### src/rtl/kct_pkg.sv
package kct_pkg;

	// Table size and iterate limit.
	localparam int CAPACITY     = 16;
	localparam int RESULT_LIMIT = 16;
	localparam int ITER_LIMIT   = (CAPACITY < RESULT_LIMIT) ? CAPACITY : RESULT_LIMIT;

	// Field widths.
	localparam int KEY_W  = 31;
	localparam int CNT_W  = 31;
	localparam int MODE_W = 2;
	localparam int STAT_W = 2;

	// Index into the store, and a fill count that can also hold CAPACITY itself.
	localparam int IDX_W = (CAPACITY > 1) ? $clog2(CAPACITY) : 1;
	localparam int OCC_W = $clog2(CAPACITY + 1);

	localparam logic [CNT_W-1:0] COUNT_MAX = {CNT_W{1'b1}};

	// Operation codes.
	localparam logic [MODE_W-1:0] MODE_ADD  = 2'd0;
	localparam logic [MODE_W-1:0] MODE_SET  = 2'd1;
	localparam logic [MODE_W-1:0] MODE_GET  = 2'd2;
	localparam logic [MODE_W-1:0] MODE_ITER = 2'd3;

	// Status codes.
	localparam logic [STAT_W-1:0] ST_OK       = 2'd0;
	localparam logic [STAT_W-1:0] ST_FULL     = 2'd1;
	localparam logic [STAT_W-1:0] ST_ZERO_KEY = 2'd2;
	localparam logic [STAT_W-1:0] ST_EMPTY    = 2'd3;

	// One result beat.
	typedef struct packed {
		logic [KEY_W-1:0]  key;
		logic [CNT_W-1:0]  count;
		logic [STAT_W-1:0] status;
		logic              last;
	} result_t;

	// Write request into the key and count store.
	typedef struct packed {
		logic              key_en;
		logic              cnt_en;
		logic [IDX_W-1:0]  addr;
		logic [KEY_W-1:0]  key;
		logic [CNT_W-1:0]  count;
	} store_wr_t;

endpackage

### src/rtl/kct_store.sv
module kct_store (
	input  logic                     clk,
	input  kct_pkg::store_wr_t       wr,
	input  logic                     rd_en,
	input  logic [kct_pkg::IDX_W-1:0] rd_addr,
	output logic [kct_pkg::KEY_W-1:0] rd_key,
	output logic [kct_pkg::CNT_W-1:0] rd_count
);

	logic [kct_pkg::KEY_W-1:0] key_mem [kct_pkg::CAPACITY];
	logic [kct_pkg::CNT_W-1:0] cnt_mem [kct_pkg::CAPACITY];

	always_ff @(posedge clk) begin
		if (wr.key_en) begin
			key_mem[wr.addr] <= wr.key;
		end
		if (wr.cnt_en) begin
			cnt_mem[wr.addr] <= wr.count;
		end
	end

	// Read data is registered and holds while no read is issued.
	always_ff @(posedge clk) begin
		if (rd_en) begin
			rd_key   <= key_mem[rd_addr];
			rd_count <= cnt_mem[rd_addr];
		end
	end

endmodule

### src/rtl/kct_seq.sv
module kct_seq (
	input  logic                        clk,
	input  logic                        arst_n,
	input  logic                        in_valid,
	output logic                        in_ready,
	input  logic [kct_pkg::MODE_W-1:0]  mode,
	input  logic [kct_pkg::KEY_W-1:0]   key,
	input  logic [kct_pkg::CNT_W-1:0]   set_value,
	input  logic                        out_free,
	output logic                        push,
	output kct_pkg::result_t            push_res,
	output kct_pkg::store_wr_t          wr,
	output logic                        rd_en,
	output logic [kct_pkg::IDX_W-1:0]   rd_addr,
	input  logic [kct_pkg::KEY_W-1:0]   rd_key,
	input  logic [kct_pkg::CNT_W-1:0]   rd_count
);

	localparam logic [2:0] S_IDLE     = 3'd0;
	localparam logic [2:0] S_SCAN     = 3'd1;
	localparam logic [2:0] S_EMIT     = 3'd2;
	localparam logic [2:0] S_ITR_RD   = 3'd3;
	localparam logic [2:0] S_ITR_EMIT = 3'd4;

	localparam logic [kct_pkg::OCC_W-1:0] CAP_C   = kct_pkg::OCC_W'(kct_pkg::CAPACITY);
	localparam logic [kct_pkg::OCC_W-1:0] LIMIT_C = kct_pkg::OCC_W'(kct_pkg::ITER_LIMIT);

	logic [2:0]                    state_q, state_d;
	logic [kct_pkg::OCC_W-1:0]     occ_q, occ_d;
	logic [kct_pkg::OCC_W-1:0]     ptr_q, ptr_d;
	logic                          pend_q, pend_d;
	logic [kct_pkg::IDX_W-1:0]     cmp_idx_q, cmp_idx_d;
	logic [kct_pkg::MODE_W-1:0]    mode_q;
	logic [kct_pkg::KEY_W-1:0]     key_q;
	logic [kct_pkg::CNT_W-1:0]     val_q;
	kct_pkg::result_t              res_q, res_d;

	logic                          match;
	logic                          issue;
	logic [kct_pkg::CNT_W-1:0]     hit_count;
	logic [kct_pkg::OCC_W-1:0]     iter_n;
	logic                          iter_last;

	assign in_ready = (state_q == S_IDLE);

	// The shared compare unit: one stored key against the search key per cycle.
	assign match = pend_q && (rd_key == key_q);
	assign issue = (ptr_q < occ_q);

	always_comb begin
		unique case (mode_q)
			kct_pkg::MODE_ADD:
				hit_count = (rd_count == kct_pkg::COUNT_MAX) ? rd_count : rd_count + 1'b1;
			kct_pkg::MODE_SET:
				hit_count = val_q;
			default:
				hit_count = rd_count;
		endcase
	end

	assign iter_n    = (occ_q > LIMIT_C) ? LIMIT_C : occ_q;
	assign iter_last = ((ptr_q + 1'b1) == iter_n);

	always_comb begin
		state_d   = state_q;
		occ_d     = occ_q;
		ptr_d     = ptr_q;
		pend_d    = pend_q;
		cmp_idx_d = cmp_idx_q;
		res_d     = res_q;
		push      = 1'b0;
		push_res  = res_q;
		rd_en     = 1'b0;
		rd_addr   = ptr_q[kct_pkg::IDX_W-1:0];
		wr        = '0;
		wr.key    = key_q;
		wr.count  = hit_count;
		wr.addr   = cmp_idx_q;

		unique case (state_q)
			S_IDLE: begin
				ptr_d  = '0;
				pend_d = 1'b0;
				if (in_valid) begin
					if (mode == kct_pkg::MODE_ITER) begin
						if (occ_q == '0) begin
							res_d   = '{key: '0, count: '0, status: kct_pkg::ST_EMPTY, last: 1'b1};
							state_d = S_EMIT;
						end else begin
							state_d = S_ITR_RD;
						end
					end else if (key == '0) begin
						res_d   = '{key: '0, count: '0, status: kct_pkg::ST_ZERO_KEY, last: 1'b1};
						state_d = S_EMIT;
					end else begin
						state_d = S_SCAN;
					end
				end
			end
			S_SCAN: begin
				if (match) begin
					wr.cnt_en = (mode_q != kct_pkg::MODE_GET);
					res_d     = '{key: key_q, count: hit_count, status: kct_pkg::ST_OK, last: 1'b1};
					state_d   = S_EMIT;
				end else if (!pend_q && !issue) begin
					// Every stored key has been compared without a hit.
					state_d = S_EMIT;
					if (mode_q == kct_pkg::MODE_GET) begin
						res_d = '{key: key_q, count: '0, status: kct_pkg::ST_OK, last: 1'b1};
					end else if (occ_q == CAP_C) begin
						res_d = '{key: key_q, count: '0, status: kct_pkg::ST_FULL, last: 1'b1};
					end else begin
						wr.key_en = 1'b1;
						wr.cnt_en = 1'b1;
						wr.addr   = occ_q[kct_pkg::IDX_W-1:0];
						wr.count  = (mode_q == kct_pkg::MODE_ADD) ? kct_pkg::CNT_W'(1) : val_q;
						res_d     = '{key: key_q, count: wr.count, status: kct_pkg::ST_OK,
							last: 1'b1};
						occ_d     = occ_q + 1'b1;
					end
				end else begin
					rd_en     = issue;
					pend_d    = issue;
					cmp_idx_d = ptr_q[kct_pkg::IDX_W-1:0];
					if (issue) begin
						ptr_d = ptr_q + 1'b1;
					end
				end
			end
			S_EMIT: begin
				if (out_free) begin
					push    = 1'b1;
					state_d = S_IDLE;
				end
			end
			S_ITR_RD: begin
				rd_en   = 1'b1;
				state_d = S_ITR_EMIT;
			end
			S_ITR_EMIT: begin
				push_res = '{key: rd_key, count: rd_count, status: kct_pkg::ST_OK, last: iter_last};
				if (out_free) begin
					push  = 1'b1;
					ptr_d = ptr_q + 1'b1;
					state_d = iter_last ? S_IDLE : S_ITR_RD;
				end
			end
			default: begin
				state_d = S_IDLE;
			end
		endcase
	end

	always_ff @(posedge clk or negedge arst_n) begin
		if (!arst_n) begin
			state_q <= S_IDLE;
			occ_q   <= '0;
			ptr_q   <= '0;
			pend_q  <= 1'b0;
		end else begin
			state_q <= state_d;
			occ_q   <= occ_d;
			ptr_q   <= ptr_d;
			pend_q  <= pend_d;
		end
	end

	always_ff @(posedge clk) begin
		cmp_idx_q <= cmp_idx_d;
		res_q     <= res_d;
		if (in_valid && in_ready) begin
			mode_q <= mode;
			key_q  <= key;
			val_q  <= set_value;
		end
	end

	a_occ_bound: assert property (@(posedge clk) disable iff (!arst_n)
		occ_q <= CAP_C)
		else $error("fill count beyond table capacity");

	a_push_room: assert property (@(posedge clk) disable iff (!arst_n)
		push |-> out_free)
		else $error("result pushed while output register is occupied");

	a_occ_step: assert property (@(posedge clk) disable iff (!arst_n)
		(occ_q != $past(occ_q)) |-> ((occ_q == $past(occ_q) + 1'b1) && ($past(state_q) == S_SCAN)))
		else $error("fill count moved other than by one insertion");

	a_scan_ptr: assert property (@(posedge clk) disable iff (!arst_n)
		(state_q == S_SCAN) |-> (ptr_q <= occ_q))
		else $error("scan pointer ran past the stored entries");

endmodule

### src/rtl/key_count_table.sv
// Key and count table: add, set, get and iterate over up to CAPACITY key and count pairs.
// Add, set and get: one beat, registered after acceptance; the single key comparator scans stored
// entries one per cycle, so a miss is slowest; key zero is quickest, as it is rejected unscanned.
// Iterate: a read, then an emit, per stored pair, at most sixteen beats.
// One item at a time; a new item is taken the cycle after its last beat enters the output
// register. Reset (arst_n low) empties the table and drops any pending beat.
module key_count_table (
	input  logic                        clk,
	input  logic                        arst_n,
	input  logic                        in_valid,
	output logic                        in_ready,
	input  logic [kct_pkg::MODE_W-1:0]  mode,
	input  logic [kct_pkg::KEY_W-1:0]   key,
	input  logic [kct_pkg::CNT_W-1:0]   set_value,
	output logic                        out_valid,
	input  logic                        out_ready,
	output logic [kct_pkg::KEY_W-1:0]   entry_key,
	output logic [kct_pkg::CNT_W-1:0]   entry_count,
	output logic [kct_pkg::STAT_W-1:0]  status,
	output logic                        last
);

	// Handshake between the sequencer and the output register.
	logic                        out_free;
	logic                        push;
	kct_pkg::result_t            push_res;

	// Store access.
	kct_pkg::store_wr_t          wr;
	logic                        rd_en;
	logic [kct_pkg::IDX_W-1:0]   rd_addr;
	logic [kct_pkg::KEY_W-1:0]   rd_key;
	logic [kct_pkg::CNT_W-1:0]   rd_count;

	// Output register.
	logic                        out_valid_q;
	kct_pkg::result_t            out_q;

	// The sequencer owns the fill count and walks the store for each operation.
	kct_seq u_seq (
		.clk      (clk),
		.arst_n   (arst_n),
		.in_valid (in_valid),
		.in_ready (in_ready),
		.mode     (mode),
		.key      (key),
		.set_value(set_value),
		.out_free (out_free),
		.push     (push),
		.push_res (push_res),
		.wr       (wr),
		.rd_en    (rd_en),
		.rd_addr  (rd_addr),
		.rd_key   (rd_key),
		.rd_count (rd_count)
	);

	// Entries are only ever read below the fill count, so the store needs no clearing.
	kct_store u_store (
		.clk     (clk),
		.wr      (wr),
		.rd_en   (rd_en),
		.rd_addr (rd_addr),
		.rd_key  (rd_key),
		.rd_count(rd_count)
	);

	// The output register may take a new beat when it is empty or is being drained this cycle.
	assign out_free = !out_valid_q || out_ready;

	always_ff @(posedge clk or negedge arst_n) begin
		if (!arst_n) begin
			out_valid_q <= 1'b0;
		end else if (push) begin
			out_valid_q <= 1'b1;
		end else if (out_ready) begin
			out_valid_q <= 1'b0;
		end
	end

	// Payload needs no reset; it is only looked at while the valid flag is set.
	always_ff @(posedge clk) begin
		if (push) begin
			out_q <= push_res;
		end
	end

	assign out_valid   = out_valid_q;
	assign entry_key   = out_q.key;
	assign entry_count = out_q.count;
	assign status      = out_q.status;
	assign last        = out_q.last;

endmodule
### config.mk
export PLATFORM = sky130hd
export DESIGN_NAME = key_count_table
export DESIGN_NICKNAME = d
export VERILOG_FILES = /design/src/rtl/kct_pkg.sv /design/src/rtl/kct_store.sv /design/src/rtl/kct_seq.sv /design/src/rtl/key_count_table.sv
export SDC_FILE = /design/constraint.sdc
export NUM_CORES = 1
export LEC_CHECK = 0
export BUFFER_PORTS_ARGS = -buffer_cell sky130_fd_sc_hd__clkbuf_2
export CAP_MARGIN = 40
export CORE_MARGIN = 2
export CORE_UTILIZATION = 28
export CTS_BUF_LIST = sky130_fd_sc_hd__clkbuf_16
export DETAILED_ROUTE_END_ITERATION = 12
export HOLD_SLACK_MARGIN = 0.12
export PLACE_DENSITY = 0.44
export SLEW_MARGIN = 20
export SYNTH_ARGS = -nofsm -noshare
export SYNTH_HDL_FRONTEND = slang
export SYNTH_HIERARCHICAL = 1
export SYNTH_SLANG_ARGS = --single-unit
### constraint.sdc
create_clock -name clk -period 13.9 [get_ports clk]
set_input_delay 2.78 -clock clk [delete_from_list [all_inputs] [get_ports clk]]
set_output_delay 2.78 -clock clk [all_outputs]
set_load 0.005 [all_outputs]
# Yosys cells after proc, flatten, opt, wreduce, memory -nomap -nowiden
# Memory sizes are Yosys's and may differ from the RTL's. A register that Yosys moved wholly into a read port is not among the register bits.
# Cells that the tools add are included.
[word_totals] output_inout_bits=67 in_bits=68 word_cells=125 register_bits=213 mem_count=2 mem_bits_rw=992
[memory_table] memory="u_store.cnt_mem" depth=16 width=31 read_ports=1 rd_ports_with_merged_regs=1 wr=1 line="kct_store.sv:11" rtl="logic [kct_pkg::CNT_W-1:0] cnt_mem [kct_pkg::CAPACITY];"
[memory_table] memory="u_store.key_mem" depth=16 width=31 read_ports=1 rd_ports_with_merged_regs=1 wr=1 line="kct_store.sv:10" rtl="logic [kct_pkg::KEY_W-1:0] key_mem [kct_pkg::CAPACITY];"
[classes] n_reduce_logical=21 bitwise_logic=4 n_mux=55 order_cmp=2 add_sub_neg=3 eq_ne=21
[op_table] op="$mux 65" count=7
[op_table] op="$mux 31" count=7
[op_table] op="$pmux 65 s2" count=1
[op_table] op="$mux 34" count=2
[op_table] op="$pmux 31 s2" count=1
[op_table] op="$add 31x1->31 const B" count=1
[op_table] op="$eq 31x31->1" count=1
[op_table] op="$eq 31x31->1 const B" count=1
[op_table] op="$logic_not 31->1" count=1
[op_table] op="$mux 5" count=5
[op_table] op="$mux 6" count=4
[op_table] op="$mux 3" count=6
[op_table] op="$mux 1" count=15
[op_table] op="$pmux 3 s5" count=1
[op_table] op="$pmux 5 s3" count=1
[op_table] op="$reduce_and 5->1" count=3
[op_table] op="$ne 2x2->1 const B" count=6
[op_table] op="$add 5x1->5 const B" count=2
[op_table] op="$eq 3x2->1 const B" count=2
[op_table] op="$ne 3x3->1 const B" count=2
[op_table] op="$reduce_and 3->1" count=2
[op_table] op="$eq 5x5->1" count=1
[op_table] op="$eq 5x5->1 const B" count=1
[op_table] op="$gt 5x5->1 const B" count=1
[op_table] op="21 further kinds" count=32

# Logic depth before layout (Yosys ltp)
# Gate-level depths: netlist of run 1.
[logic_depth] depth_word=8 depth_mapped=12 ltp_nobuf=11

# By module
# The synthesis of run 1 kept the hierarchy.
[by_module_without_submodules] module="kct_store" cells_per_inst=1623 instances=1 area_each_um2=39053.7 seq_area_each_um2=31650.4
[by_module_without_submodules] module="kct_seq" cells_per_inst=937 instances=1 area_each_um2=8633.3 seq_area_each_um2=4314.1
[by_module_without_submodules] module="key_count_table" cells_per_inst=68 instances=1 area_each_um2=1999.4 seq_area_each_um2=1976.9

# Worst setup path after synthesis of run 1
# Ideal clock, no wire load.
[synth_path] path_type="input-to-reg" start="input in_valid" end="register u_seq/res_q[10] (netlist bit), enable pin" arrival_time_ns=7.007 path_stages=4 path_slack_ns=6.406 n_path_buf=0 setup_time_ns=0.487 required_time_ns=13.413 path_cell_list="nand2_1 > inv_1 > a21oi_1 > nor2_1"
[synth_between] elab_chain_cells=2
[synth_lines] element="start: declaration" line="key_count_table.sv:10" rtl="input logic in_valid,"
[synth_lines] element="$ne 2x2->1 (no source line)"
[synth_lines] element="$reduce_and 5->1 (no source line)"
[synth_lines] element="end signal: assignment" line="kct_seq.sv:170" rtl="res_q <= res_d;"
[synth_lines] element="end: declaration" line="kct_seq.sv:36" rtl="kct_pkg::result_t res_q, res_d;"
# Every way passes these cells.
# A chain may end at the register's enable or synchronous reset.

# Worst setup path in the final report of run 1
[layout_path] start="input key[2] (netlist bit)" end="register u_seq/res_q[47] (netlist bit), enable pin"
[layout_between] elab_chain_cells=3
[layout_lines] element="start: declaration" line="key_count_table.sv:13" rtl="input logic [kct_pkg::KEY_W-1:0] key,"
[layout_lines] element="$logic_not 31->1" line="kct_seq.sv:92" rtl="end else if (key == '0) begin"
[layout_lines] element="$ne 3x3->1 (no source line)"
[layout_lines] element="$reduce_and 5->1 (no source line)"
# Every way passes these cells.

==> impl_metrics.json, run 1 <==
{
  "tightest_slew_ns": 0.995,
  "final_common_cell": "edfxtp_1",
  "cts_sinks": 1266,
  "drtIter0Drc": 2720,
  "max_freq_mhz": 192,
  "drc": 0,
  "worstPathMaxFanout": 32,
  "required_ns": 14.31,
  "core_um2": 176000,
  "leakage_nw": 18.6,
  "synth-edff-count": 1251,
  "synthTopCellsByArea": "edfxtp_1 (76%), mux4_2 (11%), nand2_1 (2.6%)",
  "antenna_found_initial": 2,
  "cts_hold_buf": 0,
  "start_util_pct": 28.2,
  "clockBufferDepth": 3,
  "tns_ns": 0,
  "layout_common_cells": "edfxtp_1 (1251), nand2_1 (339), mux4_2 (248)",
  "post-route-period-util_pct": 37.5,
  "async_flop_share_pct": 1.18,
  "grt_pass1_vias": 27100,
  "post_cts_resized": 0,
  "netlist_area_um2": 49700,
  "fin_nets": 2936,
  "path_clk_slew_ns": 0.05,
  "rows": 154,
  "numCtsBuffers": 144,
  "drtPass1Iterations": 8,
  "min-delay-path-class": "reg -> reg",
  "place_congestion": 0.737,
  "n_fill_cell": 16800,
  "hold-worst-slack_ns": 0.537,
  "worstHoldStart": "u_seq/res_q[8]",
  "startpoint": "key[2]",
  "cts_tree": "done",
  "outcome": "completed",
  "antenna_left": 0,
  "postSynthAreaPerCell_um2": 18.9,
  "power_density_nw_per_um2": 197,
  "cap_violations": 0,
  "clock_skew_ns": 0.0337,
  "synth_top_cell_area_share_pct": 75.6,
  "clk_latency_ns": 0.80,
  "relSlewSlack_pct": 33.7,
  "grt-ovfl-total": 0,
  "routed_wl_um": 143000,
  "hold_viol": 0,
  "ir_worst_vdd_v": 0.000124,
  "syn_nets": 2704,
  "worst_setup_path_start_kind": "input pin",
  "fin_crit_ns": 5.22,
  "yosysWarnings": 6,
  "postCtsSetupBuffers": 0,
  "synth_top_area_cell": "edfxtp_1",
  "cp.arrival_ns": 5.62,
  "setup_violations": 0,
  "fp.dieH_um": 425,
  "cp-end-kind": "register",
  "die_x_um": 425,
  "antenna_cells": 0,
  "dieArea_um2": 181000,
  "h-tree-depth": 4,
  "dp_hpwl_um": 78500,
  "cts-root-buf": "clkbuf_16",
  "drive_above_1_share_pct": 25.6,
  "ys_seq_area_share_pct": 76.4,
  "drv_slew": 0,
  "syn-instance-count": 2628,
  "grt_util_all_layers_pct": 15.7,
  "crit_type": "in -> reg",
  "area_growth_pct": 17.6,
  "ioPinCount": 135,
  "grt_pass1_wl_um": 202000,
  "regToRegStartpoint": "u_seq/ptr_q[1]",
  "io_buffers": 134,
  "vias": 26300,
  "synth-main-ff-cell": "edfxtp_1",
  "rsz0062_at_grt": "no",
  "avgRoutedWirePerCell_um": 26.9,
  "vias_per_cell": 4.95,
  "ys_seq_elements": 1266,
  "synth_cell_type_count": 77,
  "grt_max_degree": 98
}
## cell families after synthesis
logic type               Yosys count  synth area share, %
flip-flops                      1266                 76.4
AND/OR/NAND/NOR                  601                 5.57
AO/OA/AOI/OAI                    298                 4.28
multiplexers                     251                 11.3
buffers and inverters            164                 1.58
XOR/XNOR                          40                0.705
adder cells (fa/ha/maj)            8                0.201
## path summary, 6_finish.rpt
| check | to | slack, ns | cells after the start |
|---|---|---|---|
| min in group asynchronous | u_seq/ptr_q[4] | 1.96 | 1 |
| worst min-delay path | entry_count[5] | 0.54 | 2 |
| worst max register to register | u_store/key_mem[14][27] | 8.86 | 9 |
| worst min register to register | entry_count[5] | 0.54 | 2 |
| max in group asynchronous | u_seq/ptr_q[0] | 11.56 | 1 |
| worst max-delay path | u_seq/res_q[47] | 8.68 | 11 |
## cell type report
cell class / instances / area [µm²] / share of cell area [%]
Sequential cell: 1266 / 37900 / 65.0
Multi-Input combinational cell: 1198 / 11300 / 19.3
Clock buffer: 148 / 3700 / 6.34
Tap cell: 2340 / 2930 / 5.01
Timing Repair Buffer: 236 / 1690 / 2.89
Clock inverter: 107 / 825 / 1.41
Inverter: 14 / 55.1 / 0.0942
## cell usage after synthesis (all sizes together), types with 3 or more instances
library cell,n
nand2b,12
and3,41
nand3,38
o32a,4
nor4,14
a21oi,18
buf,72
a211oi,7
o22ai,12
a2bb2oi,3
inv,13
or3,7
o21ai,72
nand4,21
xor2,4
nor2,73
edfxtp,1251
and4,5
nor3,14
a22oi,129
nor2b,11
o311a,3
and2,10
mux4,248
clkbuf,78
nand2,341
a22o,15
o31ai,7
xnor2,36
ha,8
nor3b,6
a221oi,5
dfrtp,15
a31oi,4
## critical path, cell delays in order
cell and delay, ns:
clkbuf_2 0.10, nor4_2 0.37, buf_4 0.23, nand4_1 0.14, nor2_1 0.20, buf_4 0.21, a22o_1 0.19, a21oi_1 0.11
nor2_4 0.15, buf_4 0.50, buf_4 0.59
## routing by layer
metal	track usage [%]	up-vias	part of all wire, %
li1	-	11100	-
met1	20.5	14100	42
met2	27.0	837	51
met3	2.38	209	4.6
met4	4.65	0	2.3
met5	0	-	0
## state kept, by name, indices dropped and copies added (netlist names), 4 cells and up
| register | flops |
|---|---|
| u_store/rd_key | 31 |
| u_seq/res_q | 64 |
| u_store/key_mem | 496 |
| u_seq/cmp_idx_q | 4 |
| u_store/rd_count | 31 |
| u_store/cnt_mem | 496 |
| u_seq/ptr_q | 5 |
| u_seq/occ_q | 5 |
| u_seq/val_q | 31 |
| u_seq/key_q | 31 |
| entry_key | 31 |
| entry_count | 31 |
## where the power goes
part	switching (mW)	total (mW)	internal, mW	leakage (nW)
clock network	1.54	3.65	2.10	2.32
registers	0.319	5.35	5.03	11.5
logic	1.59	2.53	0.940	4.71
## metrics by stage
step	instance area, µm²	setup slack [ns]	instances	power (mW)	utilization [%]
detailed placement	53800	7.80	5046	8.01	30.5
floorplan	49700	6.41	2628	6.63	-
global route	58400	8.56	5309	12.0	33.1
finish	58400	8.68	5309	11.5	33.1
CTS	58300	8.50	5301	11.7	33.1
global placement	53500	6.85	5032	7.91	30.3
Power figures use the tool's default switching activity.
==> run 2: changes to the inputs <==
==> constraint.sdc (replaced) <==
create_clock -name clk -period 5.5 [get_ports clk]
set_input_delay 1.1 -clock clk [delete_from_list [all_inputs] [get_ports clk]]
set_output_delay 1.1 -clock clk [all_outputs]
set_load 0.005 [all_outputs]
==> run 2 against run 1 <==
Setup slack got worse by 7.8 ns. Routed wire length is 1.4% lower. Flip-flop and latch count did not move. Clock-buffer cell count shrank 5. Sequential share of layout area fell by 0.074 points. Combinational power rose to 2.6 times the previous value. Highest routed layer unchanged. Worst hold slack lost 0.29 ns.
==> impl_metrics.json, run 2 (same netlist as run 1, synthesis figures left out) <==
{
  "rows": 154,
  "area_growth_pct": 17.7,
  "tns_ns": 0,
  "post-route-period-util_pct": 84.3,
  "io_buffers": 134,
  "crit_family": "simple AND/OR/NAND/NOR gates",
  "postCtsSetupBuffers": 0,
  "slowest_delay_ns": 0.73,
  "routed_wl_um": 141000,
  "cap_violations": 0,
  "drtIter0Drc": 2594,
  "drive_above_1_share_pct": 25.9,
  "fin_crit_ns": 4.63,
  "drc": 0,
  "start_util_pct": 28.2,
  "grt_pass1_wl_um": 202000,
  "rsz0062_at_grt": "no",
  "vias_per_cell": 4.88,
  "grt_util_all_layers_pct": 15.6,
  "h-tree-depth": 4,
  "min-delay-path-class": "in -> async",
  "final_common_cell": "edfxtp_1",
  "relSlewSlack_pct": 36.8,
  "fin_util_pct": 33.2,
  "critPathBufInv": 1,
  "p_total_mw": 29.3,
  "vias": 26000,
  "n_fill_cell": 16800,
  "grt_max_degree": 106,
  "place_congestion": 0.760,
  "cts_sinks": 1266,
  "dp_worst_setup_slack_ns": 0.934,
  "cp_slowest_cell": "nor4_1",
  "leakage_nw": 18.6,
  "dp_hpwl_um": 83800,
  "die_x_um": 425,
  "layout_common_cells": "edfxtp_1 (1251), nand2_1 (339), mux4_2 (248)",
  "required_ns": 5.98,
  "ioPinCount": 135,
  "fin_nets": 2947,
  "cts-root-buf": "clkbuf_16",
  "ir_worst_vdd_v": 0.000301,
  "worstPathCellList": "xnor2_1, nand4_1, nor4_1, nand2_1, nand2_1, o31ai_1, nor2b_1, nand2_1, nor2_4, buf_4",
  "worstPathMaxFanout": 18,
  "cts_hold_buf": 0,
  "clockBufferDepth": 3,
  "clk_latency_ns": 0.81,
  "fp.dieH_um": 425,
  "outcome": "completed",
  "antenna_left": 0,
  "power_density_nw_per_um2": 500,
  "drtPass1Iterations": 5,
  "core_um2": 176000,
  "cts_tree": "done",
  "reg_top3": "u_store/cnt_mem (496), u_store/key_mem (496), u_seq/res_q (64)",
  "r2r_setup_slack_ns": 0.87,
  "drv_slew": 0,
  "antenna_found_initial": 3,
  "max_freq_mhz": 216,
  "post_cts_resized": 0,
  "path_clk_slew_ns": 0.06,
  "setup_violations": 0,
  "cpMostUsedCell": "nand2_1",
  "avgRoutedWirePerCell_um": 26.5,
  "numCtsBuffers": 142,
  "layout_setup_ws_ns": 0.866,
  "tightest_slew_ns": 0.948,
  "hold_viol": 0,
  "grt_pass1_vias": 27700,
  "crit_type": "reg -> reg",
  "cp-end-kind": "register",
  "worst_setup_path_start_kind": "register",
  "dieArea_um2": 181000,
  "cp.arrival_ns": 5.11,
  "grt-ovfl-total": 0,
  "clock_skew_ns": 0.0597
}
## run 2: cell type report
class                      instances  area [µm²]  share of cell area (%)
tap                             2340        2930                    5.01
sequential                      1266       37900                    64.9
antenna                            2        5.00                 0.00856
inverter                          14        55.1                  0.0941
clock buffer                     143        3580                    6.12
timing repair buffer             249        1690                    2.88
multi-input combinational       1198       11300                    19.3
clock inverter                   117        1020                    1.74
## run 2: path summary, 6_finish.rpt
kind                                 startpoint                     end  cells after the start
worst max register to register  u_seq/key_q[29]  u_store/key_mem[8][13]                     10
worst min register to register  u_seq/res_q[39]            entry_key[5]                      2
min in group clk                u_seq/res_q[39]            entry_key[5]                      2
max in group asynchronous                arst_n          u_seq/ptr_q[1]                      1
worst max-delay path            u_seq/key_q[29]  u_store/key_mem[8][13]                     10
worst min-delay path                     arst_n            u_seq/pend_q                      1
## run 2: routing by layer
layer	vias up	track usage, %	wire length (µm)
li1	11100	-	-
met1	13900	19.8	57800
met2	740	27.0	72200
met3	227	2.52	6560
met4	0	5.41	4410
met5	-	0	0
## run 2: where the power goes
part | leakage (nW) | internal [mW] | switching [mW] | total, mW
logic | 4.75 | 2.38 | 4.30 | 6.68
clock network | 2.35 | 5.14 | 4.01 | 9.15
registers | 11.5 | 12.7 | 0.709 | 13.4
## run 2: stage by stage
stage	instance area, µm²	hold WS [ns]	std cells
global placement	53700	0.508	5058
global route	58500	0.247	5327
finish	58500	0.247	5329
CTS	58500	0.213	5326
detailed placement	53900	0.501	5066
floorplan	49700	0.462	2628
==> run 3: changes to the inputs <==
--- a/config.mk
+++ b/config.mk
@@ -5,6 +5,7 @@
 export SDC_FILE = /design/constraint.sdc
 export NUM_CORES = 1
 export LEC_CHECK = 0
+export ABC_AREA = 1
 export BUFFER_PORTS_ARGS = -buffer_cell sky130_fd_sc_hd__clkbuf_2
 export CAP_MARGIN = 40
 export CORE_MARGIN = 2
@@ -12,7 +13,7 @@
 export CTS_BUF_LIST = sky130_fd_sc_hd__clkbuf_16
 export DETAILED_ROUTE_END_ITERATION = 12
 export HOLD_SLACK_MARGIN = 0.12
-export PLACE_DENSITY = 0.44
+export PLACE_DENSITY = 0.45
 export SLEW_MARGIN = 20
 export SYNTH_ARGS = -nofsm -noshare
 export SYNTH_HDL_FRONTEND = slang
==> constraint.sdc (replaced) <==
create_clock -name clk -period 4.15 [get_ports clk]
set_input_delay 0.83 -clock clk [delete_from_list [all_inputs] [get_ports clk]]
set_output_delay 0.83 -clock clk [all_outputs]
set_load 0.005 [all_outputs]
==> run 3 against run 2 <==
Sequential share of layout area decreased by 6.5 points. Largest cell class unchanged. Critical endpoint is now u_store/key_mem[8][10]. Final cell count increased by 57%. Synthesized cell count increased by 110%.
==> impl_metrics.json, run 3 <==
{
  "clockBufferDepth": 3,
  "p_total_mw": 43.2,
  "fp.dieH_um": 450,
  "multiInputGateArea_um2": 13300,
  "vias": 37800,
  "dpl_cell_area_um2": 60600,
  "layout_common_cells": "nand2_1 (1776), edfxtp_1 (1251), inv_1 (925)",
  "fin_nets": 5706,
  "drtPass1Iterations": 5,
  "min-delay-path-class": "in -> reg",
  "final_common_cell": "nand2_1",
  "cp.arrival_ns": 4.19,
  "setup_violations": 0,
  "leakage_nw": 27.0,
  "hold_depth": 1,
  "dp_hpwl_um": 104000,
  "die_x_um": 450,
  "worstPathMaxFanout": 31,
  "synth_top_cell_area_share_pct": 67.5,
  "synth-main-ff-cell": "edfxtp_1",
  "grt_pass1_vias": 36300,
  "yosysWarnings": 6,
  "grt_pass1_wl_um": 253000,
  "clock_skew_ns": 0.0276,
  "drv_slew": 0,
  "rsz0062_at_grt": "no",
  "n_fill_cell": 20200,
  "drive_above_1_share_pct": 10.2,
  "worstHoldStart": "set_value[6]",
  "routed_wl_um": 172000,
  "area_growth_pct": 16.7,
  "fin_crit_ns": 3.80,
  "synth.most_common_cell": "nand2_1",
  "crit_type": "reg -> reg",
  "h-tree-depth": 4,
  "synth-edff-count": 1251,
  "antenna_left": 0,
  "numCtsBuffers": 137,
  "r2r_setup_slack_ns": 0.35,
  "regToRegStartpoint": "u_seq/occ_q[4]",
  "postSynthAreaPerCell_um2": 10.2,
  "io_buffers": 134,
  "cts_hold_buf": 1,
  "post-route-period-util_pct": 91.5,
  "outcome": "completed",
  "grt-ovfl-total": 0,
  "async_flop_share_pct": 1.18,
  "seq_area_um2": 38000,
  "drtIter0Drc": 3177,
  "path_clk_slew_ns": 0.07,
  "worst_setup_path_start_kind": "register",
  "tightest_slew_ns": 1.16,
  "grt_util_all_layers_pct": 16.8,
  "drc": 0,
  "dieArea_um2": 202000,
  "relSlewSlack_pct": 22.8,
  "start_util_pct": 28.2,
  "syn_nets": 5513,
  "vias_per_cell": 4.51,
  "max_freq_mhz": 263,
  "holdPathEnd": "u_seq/val_q[6]",
  "cts_sinks": 1266,
  "core_um2": 197000,
  "ys_seq_area_share_pct": 68.1,
  "synth_top_area_cell": "edfxtp_1",
  "reg2reg_to": "u_store/key_mem[8][10]",
  "grt_max_degree": 189,
  "cap_violations": 0,
  "stdcell_area_um2": 65000,
  "synthTopCellsByArea": "edfxtp_1 (67%), nand2_1 (12%), nand3_1 (7.5%)",
  "cts-root-buf": "clkbuf_16",
  "netlist_area_um2": 55700,
  "syn-instance-count": 5437,
  "reg_top3": "u_store/cnt_mem (496), u_store/key_mem (496), u_seq/res_q (64)",
  "ioPinCount": 135,
  "place_congestion": 0.871,
  "cp-end-kind": "register",
  "reg2reg_depth": 15,
  "rows": 163,
  "antenna_found_initial": 5,
  "fin_util_pct": 32.9,
  "cts_tree": "done",
  "synth_cell_type_count": 42,
  "post_cts_resized": 0,
  "hold_viol": 0,
  "clk_latency_ns": 0.78,
  "ys_seq_elements": 1266,
  "required_ns": 4.55,
  "power_density_nw_per_um2": 666,
  "postCtsSetupBuffers": 0,
  "ys_top_cells_by_count": "nand2_1 (1777), edfxtp_1 (1251), inv_1 (902)",
  "avgRoutedWirePerCell_um": 20.6,
  "ir_worst_vdd_v": 0.000459
}
-- run 3: through the flow --
step / setup TNS [ns] / worst slack (ns) / hold slack, ns / cells
2_1_floorplan: -40.29 / -0.650 / 0.487 / 5437
6_report: 0 / 0.353 / 0.229 / 8373
3_5_place_dp: 0 / 0.429 / 0.506 / 8129
4_1_cts: 0 / 0.399 / 0.174 / 8370
5_1_grt: 0 / 0.0973 / 0.201 / 8372
3_3_place_gp: 0 / 0.427 / 0.504 / 8121
-- run 3: kinds of logic after synthesis --
logic type      share of synthesized area [%]
flops                                    68.1
simple gates                             21.4
fa+ha+maj                               0.180
compound gates                           1.50
buf+inv                                  8.55
xor+xnor                                0.236
-- run 3: how the worst max path moves through the flow --
stage                    start                     end  slack, ns  cells past startpoint
3_3_place_gp    u_seq/occ_q[4]  u_store/key_mem[8][15]       0.43                     15
2_1_floorplan   u_seq/occ_q[4]  u_store/cnt_mem[14][0]      -0.65                     17
3_5_place_dp   u_seq/key_q[17]  u_store/key_mem[8][15]       0.43                     15
4_1_cts         u_seq/occ_q[4]  u_store/key_mem[8][15]       0.40                     15
6_report        u_seq/occ_q[4]  u_store/key_mem[8][10]       0.35                     15
5_1_grt         u_seq/occ_q[4]  u_store/key_mem[8][10]        0.1                     15
-- run 3: power by group --
part           total (mW)  switching [mW]  internal, mW
clock network        11.9            5.09          6.78
registers            18.2           0.853          17.3
logic                13.2            9.83          3.39
-- run 3: layout make-up --
| cell class | instances | share of cell area, % |
|---|---|---|
| inverters | 913 | 5.32 |
| repair buffers | 308 | 4.08 |
| diodes | 2 | 0.00770 |
| well taps | 2640 | 5.08 |
| multi-input cells | 3004 | 20.5 |
| clock inverters | 97 | 1.12 |
| flip-flops and latches | 1266 | 58.4 |
| clock buffers | 143 | 5.51 |
-- run 3: critical path, stage by stage, from the launching register on --
cell	delay [ns]
dfrtp_1	0.43
inv_1	0.16
ha_1	0.32
nand2_1	0.05
inv_1	0.06
o21ai_0	0.08
nand3_1	0.13
inv_2	0.07
nor2_4	0.12
nand3_1	0.08
o21ai_0	0.54
nand2_1	0.30
inv_1	0.16
nand2_1	0.15
nor2_4	0.11
buf_4	0.60
-- run 3: metal layers --
| layer | global-route usage (%) | part of all wire (%) | routed length [µm] |
|---|---|---|---|
| met1 | 24.1 | 47 | 81600 |
| met2 | 26.7 | 46 | 79700 |
| met3 | 2.34 | 4.6 | 7880 |
| met4 | 4.10 | 1.9 | 3350 |
| met5 | 0 | 0 | 0 |
